<file path="src/prq_pkg.sv">
package prq_pkg;

  localparam int unsigned PidW  = 10;
  localparam int unsigned PrioW = 8;
  localparam int unsigned InW   = 24;
  localparam int unsigned OutW  = 24;

  typedef enum logic [1:0] {
    ACT_INSERT = 2'd0,
    ACT_APPEND = 2'd1,
    ACT_POP    = 2'd2,
    ACT_REMOVE = 2'd3
  } action_e;

  typedef struct packed {
    logic [PidW-1:0]  pid;
    logic [PrioW-1:0] prio;
  } entry_t;

  // Command broadcast from the sequencer to every cell of the row.
  typedef struct packed {
    logic    match_en;
    logic    apply_en;
    action_e op;
    entry_t  key;
  } cell_ctrl_t;

endpackage

</file>
<file path="src/priority_ready_queue.sv">
// Ordered ready queue of up to DEPTH (process id, priority) entries.
// Input channel s_axis: one word per operation, carrying the action, the
// process id and the priority. Output channel m_axis: exactly one result
// word per operation, in order, reporting the removed entry, whether one
// was found, whether the queue is now empty and whether an insert or append
// was refused because the queue was full.
// The entries live in a row of cells, front at cell 0. Each operation passes
// through the accept, match and apply steps: in the match step every cell
// compares its entry with the key in parallel, and in the apply step the
// first-hit chain runs through the row and every cell loads its own, its left
// or its right neighbor's entry. A new word is accepted only in idle, once the
// last one is through; the result is registered for m_axis after the apply step.
// The output register decouples the sides: while a result waits for
// m_axis_tready the next word is still accepted and processed, and only a
// second finished result then holds the sequencer until the first drains.
// Reset empties the queue at once; cell contents need no clearing because
// only occupied cells are ever read.
module priority_ready_queue #(
  parameter int unsigned DEPTH = 16
) (
  input  logic                 clk_i,
  input  logic                 rst_ni,
  input  logic                 s_axis_tvalid,
  output logic                 s_axis_tready,
  // [1:0] action, [11:2] pid, [19:12] priority_req, [23:20] zero
  input  logic [prq_pkg::InW-1:0]  s_axis_tdata,
  output logic                 m_axis_tvalid,
  input  logic                 m_axis_tready,
  // [0] found, [10:1] out_pid, [18:11] out_priority, [19] empty_res,
  // [20] dropped, [23:21] zero
  output logic [prq_pkg::OutW-1:0] m_axis_tdata
);
  import prq_pkg::*;

  localparam int unsigned OccW = $clog2(DEPTH + 1);

  typedef enum logic [3:0] {
    ST_IDLE  = 4'b0001,
    ST_MATCH = 4'b0010,
    ST_APPLY = 4'b0100,
    ST_WAIT  = 4'b1000
  } state_e;

  typedef struct packed {
    logic             dropped;
    logic             empty_res;
    logic [PrioW-1:0] out_priority;
    logic [PidW-1:0]  out_pid;
    logic             found;
  } result_t;

  state_e           state_q, state_d;
  action_e          op_q;
  entry_t           key_q;
  logic [OccW-1:0]  occ_q, occ_d;
  result_t          res_q, res_d, out_q;
  logic             out_valid_q;
  logic             out_free, full, insert_mode, found;
  cell_ctrl_t       ctrl;
  entry_t           taken;

  entry_t           ents  [DEPTH];
  entry_t           sels  [DEPTH];
  logic [DEPTH:0]   chain;

  assign s_axis_tready = (state_q == ST_IDLE);
  assign out_free      = !out_valid_q || m_axis_tready;
  assign full          = (occ_q == OccW'(DEPTH));
  assign insert_mode   = (op_q == ACT_INSERT) || (op_q == ACT_APPEND);

  assign ctrl.match_en = (state_q == ST_MATCH);
  assign ctrl.apply_en = (state_q == ST_APPLY) && !(insert_mode && full);
  assign ctrl.op       = op_q;
  assign ctrl.key      = key_q;

  assign chain[0] = 1'b0;

  for (genvar g = 0; g < DEPTH; g++) begin : g_cell
    prq_cell #(
      .IDX   (g),
      .OCC_W (OccW)
    ) u_cell (
      .clk_i   (clk_i),
      .rst_ni  (rst_ni),
      .ctrl_i  (ctrl),
      .occ_i   (occ_q),
      .left_i  ((g == 0) ? key_q : ents[(g == 0) ? 0 : g - 1]),
      .right_i (ents[(g == DEPTH - 1) ? g : g + 1]),
      .chain_i (chain[g]),
      .chain_o (chain[g+1]),
      .entry_o (ents[g]),
      .sel_o   (sels[g])
    );
  end

  // Only the first-hit cell drives a nonzero entry.
  always_comb begin
    taken = '0;
    for (int i = 0; i < DEPTH; i++) begin
      taken = taken | sels[i];
    end
  end

  assign found = !insert_mode && chain[DEPTH];

  always_comb begin
    occ_d = occ_q;
    if (state_q == ST_APPLY) begin
      if (insert_mode && !full) begin
        occ_d = occ_q + 1'b1;
      end else if (found) begin
        occ_d = occ_q - 1'b1;
      end
    end
  end

  always_comb begin
    res_d.found        = found;
    res_d.out_pid      = found ? taken.pid : '0;
    res_d.out_priority = found ? taken.prio : '0;
    res_d.empty_res    = (occ_d == '0);
    res_d.dropped      = insert_mode && full;
  end

  always_comb begin
    state_d = state_q;
    unique case (state_q)
      ST_IDLE:  if (s_axis_tvalid) state_d = ST_MATCH;
      ST_MATCH: state_d = ST_APPLY;
      ST_APPLY: state_d = out_free ? ST_IDLE : ST_WAIT;
      ST_WAIT:  if (out_free) state_d = ST_IDLE;
      default:  state_d = ST_IDLE;
    endcase
  end

  always_ff @(posedge clk_i or negedge rst_ni) begin
    if (!rst_ni) begin
      state_q     <= ST_IDLE;
      occ_q       <= '0;
      out_valid_q <= 1'b0;
    end else begin
      state_q <= state_d;
      occ_q   <= occ_d;
      if ((state_q == ST_APPLY || state_q == ST_WAIT) && out_free) begin
        out_valid_q <= 1'b1;
      end else if (m_axis_tready) begin
        out_valid_q <= 1'b0;
      end
    end
  end

  always_ff @(posedge clk_i) begin
    if (s_axis_tvalid && s_axis_tready) begin
      op_q     <= action_e'(s_axis_tdata[1:0]);
      key_q.pid  <= s_axis_tdata[11:2];
      key_q.prio <= s_axis_tdata[19:12];
    end
    if (state_q == ST_APPLY) begin
      res_q <= res_d;
      if (out_free) begin
        out_q <= res_d;
      end
    end else if (state_q == ST_WAIT && out_free) begin
      out_q <= res_q;
    end
  end

  assign m_axis_tvalid = out_valid_q;
  assign m_axis_tdata  = {{(OutW - $bits(result_t)){1'b0}}, out_q};

  // The fill count never passes the capacity.
  assert property (@(posedge clk_i) disable iff (!rst_ni) occ_q <= OccW'(DEPTH))
    else $error("occupancy beyond capacity");

  // A refused insert never reports a removed entry.
  assert property (@(posedge clk_i) disable iff (!rst_ni)
    m_axis_tvalid && m_axis_tdata[20] |-> !m_axis_tdata[0])
    else $error("dropped and found together");

  // A result without a removed entry carries a zero entry.
  assert property (@(posedge clk_i) disable iff (!rst_ni)
    m_axis_tvalid && !m_axis_tdata[0] |-> m_axis_tdata[18:1] == '0)
    else $error("nonzero entry without a removal");

  // The sequencer handles one word at a time.
  assert property (@(posedge clk_i) disable iff (!rst_ni)
    s_axis_tvalid && s_axis_tready |=> !s_axis_tready)
    else $error("word accepted while busy");

endmodule

</file>
<file path="src/prq_cell.sv">
module prq_cell #(
  parameter int unsigned IDX   = 0,
  parameter int unsigned OCC_W = 5
) (
  input  logic                clk_i,
  input  logic                rst_ni,
  input  prq_pkg::cell_ctrl_t ctrl_i,
  input  logic [OCC_W-1:0]    occ_i,
  input  prq_pkg::entry_t     left_i,
  input  prq_pkg::entry_t     right_i,
  input  logic                chain_i,
  output logic                chain_o,
  output prq_pkg::entry_t     entry_o,
  output prq_pkg::entry_t     sel_o
);
  import prq_pkg::*;

  entry_t entry_q, entry_d;
  logic   hit_q, hit_d;
  logic   occupied, tail, first, insert_mode;

  assign occupied    = OCC_W'(IDX) < occ_i;
  assign tail        = OCC_W'(IDX) == occ_i;
  assign insert_mode = (ctrl_i.op == ACT_INSERT) || (ctrl_i.op == ACT_APPEND);

  // Local compare, registered for the apply step.
  always_comb begin
    hit_d = hit_q;
    if (ctrl_i.match_en) begin
      unique case (ctrl_i.op)
        ACT_INSERT: hit_d = (occupied && (ctrl_i.key.prio < entry_q.prio)) || tail;
        ACT_APPEND: hit_d = tail;
        ACT_POP:    hit_d = (IDX == 0) && occupied;
        ACT_REMOVE: hit_d = occupied && (entry_q.pid == ctrl_i.key.pid);
        default:    hit_d = 1'b0;
      endcase
    end
  end

  // The chain marks every cell at or behind the first hit.
  assign chain_o = chain_i | hit_q;
  assign first   = hit_q & ~chain_i;

  always_comb begin
    entry_d = entry_q;
    if (ctrl_i.apply_en) begin
      if (insert_mode) begin
        if (first) begin
          entry_d = ctrl_i.key;
        end else if (chain_i) begin
          entry_d = left_i;
        end
      end else if (chain_o) begin
        entry_d = right_i;
      end
    end
  end

  assign entry_o = entry_q;
  assign sel_o   = first ? entry_q : '0;

  always_ff @(posedge clk_i or negedge rst_ni) begin
    if (!rst_ni) begin
      hit_q <= 1'b0;
    end else begin
      hit_q <= hit_d;
    end
  end

  always_ff @(posedge clk_i) begin
    entry_q <= entry_d;
  end

endmodule

</file>
<file path="config.mk">
export PLATFORM = sky130hd
export DESIGN_NAME = priority_ready_queue
export DESIGN_NICKNAME = d
export VERILOG_FILES = /design/src/prq_pkg.sv /design/src/priority_ready_queue.sv /design/src/prq_cell.sv
export SDC_FILE = /design/constraint.sdc
export NUM_CORES = 1
export LEC_CHECK = 0
export ABC_AREA = 0
export BUFFER_PORTS_ARGS = -buffer_cell sky130_fd_sc_hd__buf_2
export CORE_MARGIN = 2
export CORE_UTILIZATION = 36
export DETAILED_ROUTE_END_ITERATION = 10
export SLEW_MARGIN = 20
export SYNTH_ARGS = -nofsm -noshare
export SYNTH_HDL_FRONTEND = slang
export SYNTH_HIERARCHICAL = 1
export SYNTH_SLANG_ARGS = --single-unit
</file>
<file path="constraint.sdc">
create_clock -name clk_i -period 7.5 [get_ports clk_i]
set_input_delay 0 -clock clk_i [delete_from_list [all_inputs] [get_ports clk_i]]
set_output_delay 0 -clock clk_i [all_outputs]
set_load 0.1 [all_outputs]
</file>
==> results of run 1 <==
-- layout make-up --
type | instances | share of cell area [%]
clock buffer | 61 | 4.13
clock inverter | 17 | 0.471
inverter | 132 | 1.73
multi-input combinational | 1998 | 48.0
sequential | 376 | 38.6
tap | 959 | 4.14
timing repair buffer | 118 | 2.97
-- flip-flops by register name, summed over array words and instances (netlist names) --
signal / cells
occ_q: 5
op_q: 2
m_axis_tdata: 21
state_q: 4
m_axis_tvalid: 1
res_q: 21
ctrl: 18
g_cell.u_cell/hit_q: 16
g_cell.u_cell/entry_o: 288
-- worst paths after layout --
check	end	slack, ps
setup reg to reg	m_axis_tdata[19]$_DFFE_PP_	630
hold reg to reg	m_axis_tdata[7]$_DFFE_PP_	510
min in group clk_i	ctrl[4]$_DFFE_PP_	110
setup / recovery	m_axis_tdata[19]$_DFFE_PP_	630
max in group asynchronous	g_cell[8].u_cell/hit_q$_DFFE_PN0P_	6940
hold / removal	occ_q[2]$_DFF_PN0_	60
-- worst register-to-register path, delay by kind of cell (launching register included) --
family          cells  cell delay, ps
compound gates      3             460
flops               1             390
simple gates       18            5850
-- cells in the final DEF (no fill, tap or decap), drive strengths merged, types with 8 or more instances in the layout --
cell type,synthesis,routed
nor4,93,93
mux2i,288,288
nand2,377,377
nand4,29,29
buf,69,95
a211oi,21,21
ha,114,114
a21oi,19,19
nand3,21,21
a41oi,18,18
xor2,66,66
a21o,13,13
nand2b,15,15
nor3,49,49
o21ai,318,318
dlygate4sd3,0,23
clkinv,2,18
nor2b,14,14
o211ai,18,18
or2,16,16
nor2,29,29
and2,272,272
edfxtp,350,350
xnor2,100,100
inv,130,130
nor3b,8,8
dfrtp,25,25
clkbuf,71,61
a2111oi,11,11
-- metrics by stage --
stage,worst slack [ps],hold slack [ps],power (mW),std cells,util (%)
after global placement,743,91.1,5.09,3559,37.6
after detailed placement,683,109,5.17,3559,37.6
after global routing,390,90.6,7.61,3661,39.8
final,633,56.1,7.24,3661,39.8
after floorplan,785,-296,4.47,2646,-
after CTS,648,76.0,7.24,3660,39.8
-- kinds of logic after synthesis --
kind of cell / count (synthesis)
fa+ha+maj: 114
compound gates: 475
xor+xnor: 166
simple gates: 950
other cells: 1
flops: 376
buf+inv: 272
mux: 288
-- layer usage --
metal,up-vias,global-route usage [%]
li1,9562,-
met1,10064,29.1
met2,756,32.0
met3,129,3.31
met4,2,6.14
met5,-,0
-- what timing repair did --
action / in CTS / in global routing
endpoints found under the hold margin: 50 / 0
resized for setup: 0 / 0
hold buffers: 23 / 0
-- power by group through the flow --
stage	clock network, mW	logic [mW]	registers, mW
after global routing	2.19	2.67	2.75
after CTS	2.10	2.41	2.73
after detailed placement	0	2.39	2.77
after floorplan	0	1.50	2.96
after global placement	0	2.32	2.77
final	2.06	2.45	2.73
==> results.sh, run 1 <==
export IMPL_cts_path_max_buffers=3
export IMPL_cpPeakStageDelay_ps=400
export IMPL_postRouteAntennaNets=0
export IMPL_topRoutingLayerUsed="met5"
export IMPL_drt_total_wl_mm=78.5
export IMPL_rsz0062_at_grt="no"
export IMPL_nets=2812
export IMPL_setup_viol=0
export IMPL_globalplace_congestion=0.868
export IMPL_synthMuxAreaShare_pct=10.9
export IMPL_fill_cells=7031
export IMPL_worst_ep_required_time_ps=7910
export IMPL_core_mm2=0.0727
export IMPL_cp_top_family="simple AND/OR/NAND/NOR gates"
export IMPL_worstMarginPinSlew_ps=1110
export IMPL_wl_met1_mm=35.5
export IMPL_synth_fa_ha_area_share_pct=5.42
export IMPL_synth_compound_area_share_pct=11.3
export IMPL_hold_violations=0
export IMPL_cp_depth=21
export IMPL_worstPathArrival_ps=7280
export IMPL_grt_pass1_vias=19779
export IMPL_die_w_um=274
export IMPL_synth_area_leader_cell="edfxtp_1"
export IMPL_antenna_cells=0
export IMPL_syn_area_mm2=0.0263
export IMPL_vdd_drop_max_mv=0.283
export IMPL_io_buffers=46
export IMPL_viasPerCell=5.60
export IMPL_die_area_mm2=0.0753
export IMPL_h_tree_depth=2
export IMPL_period_minus_slack_ps=6870
export IMPL_cap_violations=0
export IMPL_postPlaceCellArea_mm2=0.0274
export IMPL_clock_latency_ps=600
export IMPL_root_buffer="clkbuf_16"
export IMPL_clock_sinks=376
export IMPL_synth_area_top_cells="edfxtp_1, mux2i_1, and2_1, ha_1, nand2_1"
export IMPL_ys_types=97
export IMPL_place_hpwl_mm=54.5
export IMPL_clk_pin_slew_ps=60
export IMPL_die_h_um=274
export IMPL_drive_gt1_share_pct=8.85
export IMPL_switching_power_mw=2.68
export IMPL_r2r_start="g_cell[0].u_cell/hit_q$_DFFE_PN0P_"
export IMPL_critPathSlowestCell="or2_2"
export IMPL_grt_ovfl_total=0
export IMPL_p_int_mw=4.56
export IMPL_synthFlopType="edfxtp_1"
export IMPL_vias=20513
export IMPL_met3_length_mm=5.04
export IMPL_start_kind="flop"
export IMPL_power_density_mw_per_mm2=250
export IMPL_grt_max_degree=110
export IMPL_synth_top_family_by_area="simple AND/OR/NAND/NOR gates"
export IMPL_yosys_area_share_simple_pct=19.2
export IMPL_regArea_mm2=0.0112
export IMPL_cts_setup_buffers=0
export IMPL_ys_ff_latch=376
export IMPL_grt_pass1_wl_mm=120
export IMPL_synthXorXnorAreaFrac_pct=5.52
export IMPL_post_route_drc_count=0
export IMPL_timing_final_crit_share_pct=91.6
export IMPL_drtIter0Drc=2076
export IMPL_static_leakage_power_nw=10.2
export IMPL_critPathKind="flop to flop"
export IMPL_yosysWarnings=6
export IMPL_synth_most_common_cell="nand2_1"
export IMPL_pin_count=54
export IMPL_drv_slew=0
export IMPL_reg2reg_depth=21
export IMPL_cp_end_kind="flop"
export IMPL_critPathMaxFanout=10
export IMPL_status="finished, final reports clean"
export IMPL_slew_headroom_pct=25.1
export IMPL_cpMostUsedCell="or2_2"
export IMPL_yosysSeqAreaShare_pct=42.4
export IMPL_yosysTopAreaCellShare_pct=39.9
export IMPL_grtUsageTotal_pct=20.5
export IMPL_wl_per_cell_um=21.4
export IMPL_power_share_clock_pct=28.4
export IMPL_grt_antenna_before_repair=2
export IMPL_start_util_pct=36.2
export IMPL_synth_edf_count=350
export IMPL_worstPathCellList="or2_2, or2_2, or2_1, or2_2, or2_2, or2_2, or2_2, or2_2, or2_2, or2_2, or2_2, or2_2, or2_2, or2_2, or2_1, or2_2, nand2b_1, o211ai_1, a32oi_1, or3_1, o31ai_2"
export IMPL_synth_commonest_cells="nand2_1, edfxtp_1, mux2i_1, and2_1, o21ai_0"
export IMPL_seq_power_share_pct=37.8
export IMPL_worstSetupStartpoint="g_cell[0].u_cell/hit_q$_DFFE_PN0P_"
export IMPL_placementRows=99
export IMPL_timing_fmax_mhz=146
export IMPL_multi_input_area_mm2=0.0139
export IMPL_skew_ps=25.7
export IMPL_cts_tree="done"
export IMPL_p_sw_share_pct=37.0
export IMPL_tns_ps=0
export IMPL_combPwrFrac_pct=33.9
export IMPL_async_flop_share_pct=6.91
export IMPL_wl_met2_mm=35.8
export IMPL_crit_buf_inv=0
export IMPL_post_synth_cell_area_avg_um2=9.97
export IMPL_hp_class="primary input to async pin"
export IMPL_stdcell_area_mm2=0.0290
export IMPL_drt_pre_antenna_iters=6
export IMPL_area_delta_synth_final_pct=9.94
export IMPL_synthCells=2642
export IMPL_numCtsBuffers=44
Note: power is estimated with default switching activity, not from simulation.
==> run 2, diff against run 1 <==
--- a/config.mk
+++ b/config.mk
@@ -10,6 +10,7 @@
 export CORE_MARGIN = 2
 export CORE_UTILIZATION = 36
 export DETAILED_ROUTE_END_ITERATION = 10
+export REMOVE_ABC_BUFFERS = 1
 export SLEW_MARGIN = 20
 export SYNTH_ARGS = -nofsm -noshare
 export SYNTH_HDL_FRONTEND = slang
==> results.sh, run 2 (synthesis gave the netlist of run 1 again) <==
export IMPL_postRouteAntennaNets=0
export IMPL_cpPeakStageDelay_ps=580
export IMPL_final_common_cell="nand2_1"
export IMPL_critPathSlowestCell="nor2b_4"
export IMPL_setup_ws_ps=700
export IMPL_placementRows=99
export IMPL_grt_antenna_before_repair=3
export IMPL_die_area_mm2=0.0753
export IMPL_setup_viol=0
export IMPL_final_cell_mix="nand2_1, edfxtp_1, mux2i_1"
export IMPL_cp_depth=19
export IMPL_place_hpwl_mm=51.5
export IMPL_die_w_um=274
export IMPL_pin_count=54
export IMPL_hp_class="primary input to async pin"
export IMPL_static_leakage_power_nw=10.2
export IMPL_numCtsBuffers=47
export IMPL_cts_setup_buffers=0
export IMPL_reg2reg_depth=19
export IMPL_drtIter0Drc=1910
export IMPL_nets=2814
export IMPL_slew_headroom_pct=28.0
export IMPL_pre_cts_ws_ps=746
export IMPL_clk_pin_slew_ps=60
export IMPL_grtUsageTotal_pct=19.1
export IMPL_cts_hold_buffers=23
export IMPL_worstPathCellList="or2_2, or2_2, or2_1, or2_2, or2_2, or2_2, or2_2, or2_2, or2_2, or2_2, or2_2, or2_2, or2_2, or2_2, or2_1, nor2b_4, buf_4, mux2i_1, o21ai_0"
export IMPL_worstMarginPinSlew_ps=1080
export IMPL_hold_violations=0
export IMPL_cts_tree="done"
export IMPL_period_minus_slack_ps=6800
export IMPL_drv_slew=0
export IMPL_area_delta_synth_final_pct=10.0
export IMPL_worstSetupStartpoint="g_cell[0].u_cell/hit_q$_DFFE_PN0P_"
export IMPL_crit_buf_inv=1
export IMPL_io_buffers=46
export IMPL_grt_pass1_wl_mm=113
export IMPL_cpMostUsedCell="or2_2"
export IMPL_post_route_drc_count=0
export IMPL_start_util_pct=36.2
export IMPL_vias=19962
export IMPL_holdWs_ps=27.2
export IMPL_r2r_start="g_cell[0].u_cell/hit_q$_DFFE_PN0P_"
export IMPL_root_buffer="clkbuf_16"
export IMPL_timing_fmax_mhz=147
export IMPL_critPathKind="flop to flop"
export IMPL_drt_pre_antenna_iters=6
export IMPL_clock_sinks=376
export IMPL_tns_ps=0
export IMPL_cts_resized=0
export IMPL_h_tree_depth=2
export IMPL_wl_per_cell_um=20.0
export IMPL_rrSetupSlack_ps=700
export IMPL_cp_end_kind="flop"
export IMPL_cp_top_family="simple AND/OR/NAND/NOR gates"
export IMPL_skew_ps=27.1
export IMPL_viasPerCell=5.45
export IMPL_core_mm2=0.0727
export IMPL_grt_max_degree=200
export IMPL_timing_final_crit_share_pct=90.7
export IMPL_cap_violations=0
export IMPL_antenna_cells=0
export IMPL_timing_critical_path_to="g_cell[15].u_cell/entry_o[9]$_DFFE_PP_"
export IMPL_die_h_um=274
export IMPL_clock_latency_ps=590
export IMPL_power_density_mw_per_mm2=250
export IMPL_worst_ep_required_time_ps=7810
export IMPL_status="finished, final reports clean"
export IMPL_drive_gt1_share_pct=8.65
export IMPL_grt_pass1_vias=19650
export IMPL_rsz0062_at_grt="no"
export IMPL_vdd_drop_max_mv=0.186
export IMPL_worstPathArrival_ps=7110
export IMPL_globalplace_congestion=0.869
export IMPL_critPathMaxFanout=20
export IMPL_start_kind="flop"
export IMPL_grt_ovfl_total=0
export IMPL_drt_total_wl_mm=73.2
export IMPL_power_mw=7.26
export IMPL_largest_reg_flops=288
export IMPL_reg2reg_to="g_cell[15].u_cell/entry_o[9]$_DFFE_PP_"
export IMPL_cts_path_max_buffers=3
run 2: cell types whose count changed in the layout (fill, tap and decap cells not counted), moves of 2 or more:
cell / change
clkbuf_1: +4
clkbuf_16: +3
clkbuf_8: -3
clkinv_1: +3
clkinv_8: -3
buf_4: -2
clkinv_2: -2
run 2: area by class of cell:
cell class / instances / area [um2]
clock buffers: 65 / 1240
clock inverters: 17 / 128
fillers: 7098 / 43700
inverters: 132 / 502
multi-input cells: 1998 / 13900
flip-flops and latches: 376 / 11200
well taps: 959 / 1200
repair buffers: 117 / 850
run 2: routing by layer:
layer  vias to the layer above  GRT usage [%]  share of wire, %
met5                         -              0                 0
met4                         0           6.68               3.1
met3                       127           2.40               5.2
met2                       568           31.0                46
met1                      9685           26.2                45
li1                       9582              -                 -
run 2: through the flow:
stage               utilization [%]  instances  cell area, um2
floorplan                         -       2506           25500
global placement               37.6       3559           27400
detailed placement             37.6       3559           27400
CTS                            39.8       3664           29000
global route                   39.9       3664           29000
finish                         39.9       3664           29000
run 2: power breakdown:
part / internal (mW) / switching, mW
clock network: 1.22 / 0.911
logic: 0.820 / 1.59
registers: 2.59 / 0.133
run 2: how the worst min path moves through the flow:
stage                           from                                  to  slack, ps
CTS                           rst_ni           m_axis_tvalid$_DFFE_PN0P_         50
detailed placement            rst_ni           m_axis_tvalid$_DFFE_PN0P_        140
global placement              rst_ni           m_axis_tvalid$_DFFE_PN0P_        130
finish                        rst_ni           m_axis_tvalid$_DFFE_PN0P_         30
global route        s_axis_tdata[19]                   ctrl[7]$_DFFE_PP_        110
floorplan                     rst_ni  g_cell[0].u_cell/hit_q$_DFFE_PN0P_       -300
run 2: worst register-to-register path, delay by kind of cell, from the launching register on:
| kind | cells | cell delay [ps] |
|---|---|---|
| muxes | 1 | 250 |
| AOI/OAI and AO/OA | 1 | 110 |
| and+or+nand+nor | 16 | 5410 |
| buffers and inverters | 1 | 350 |
| DFF | 1 | 390 |
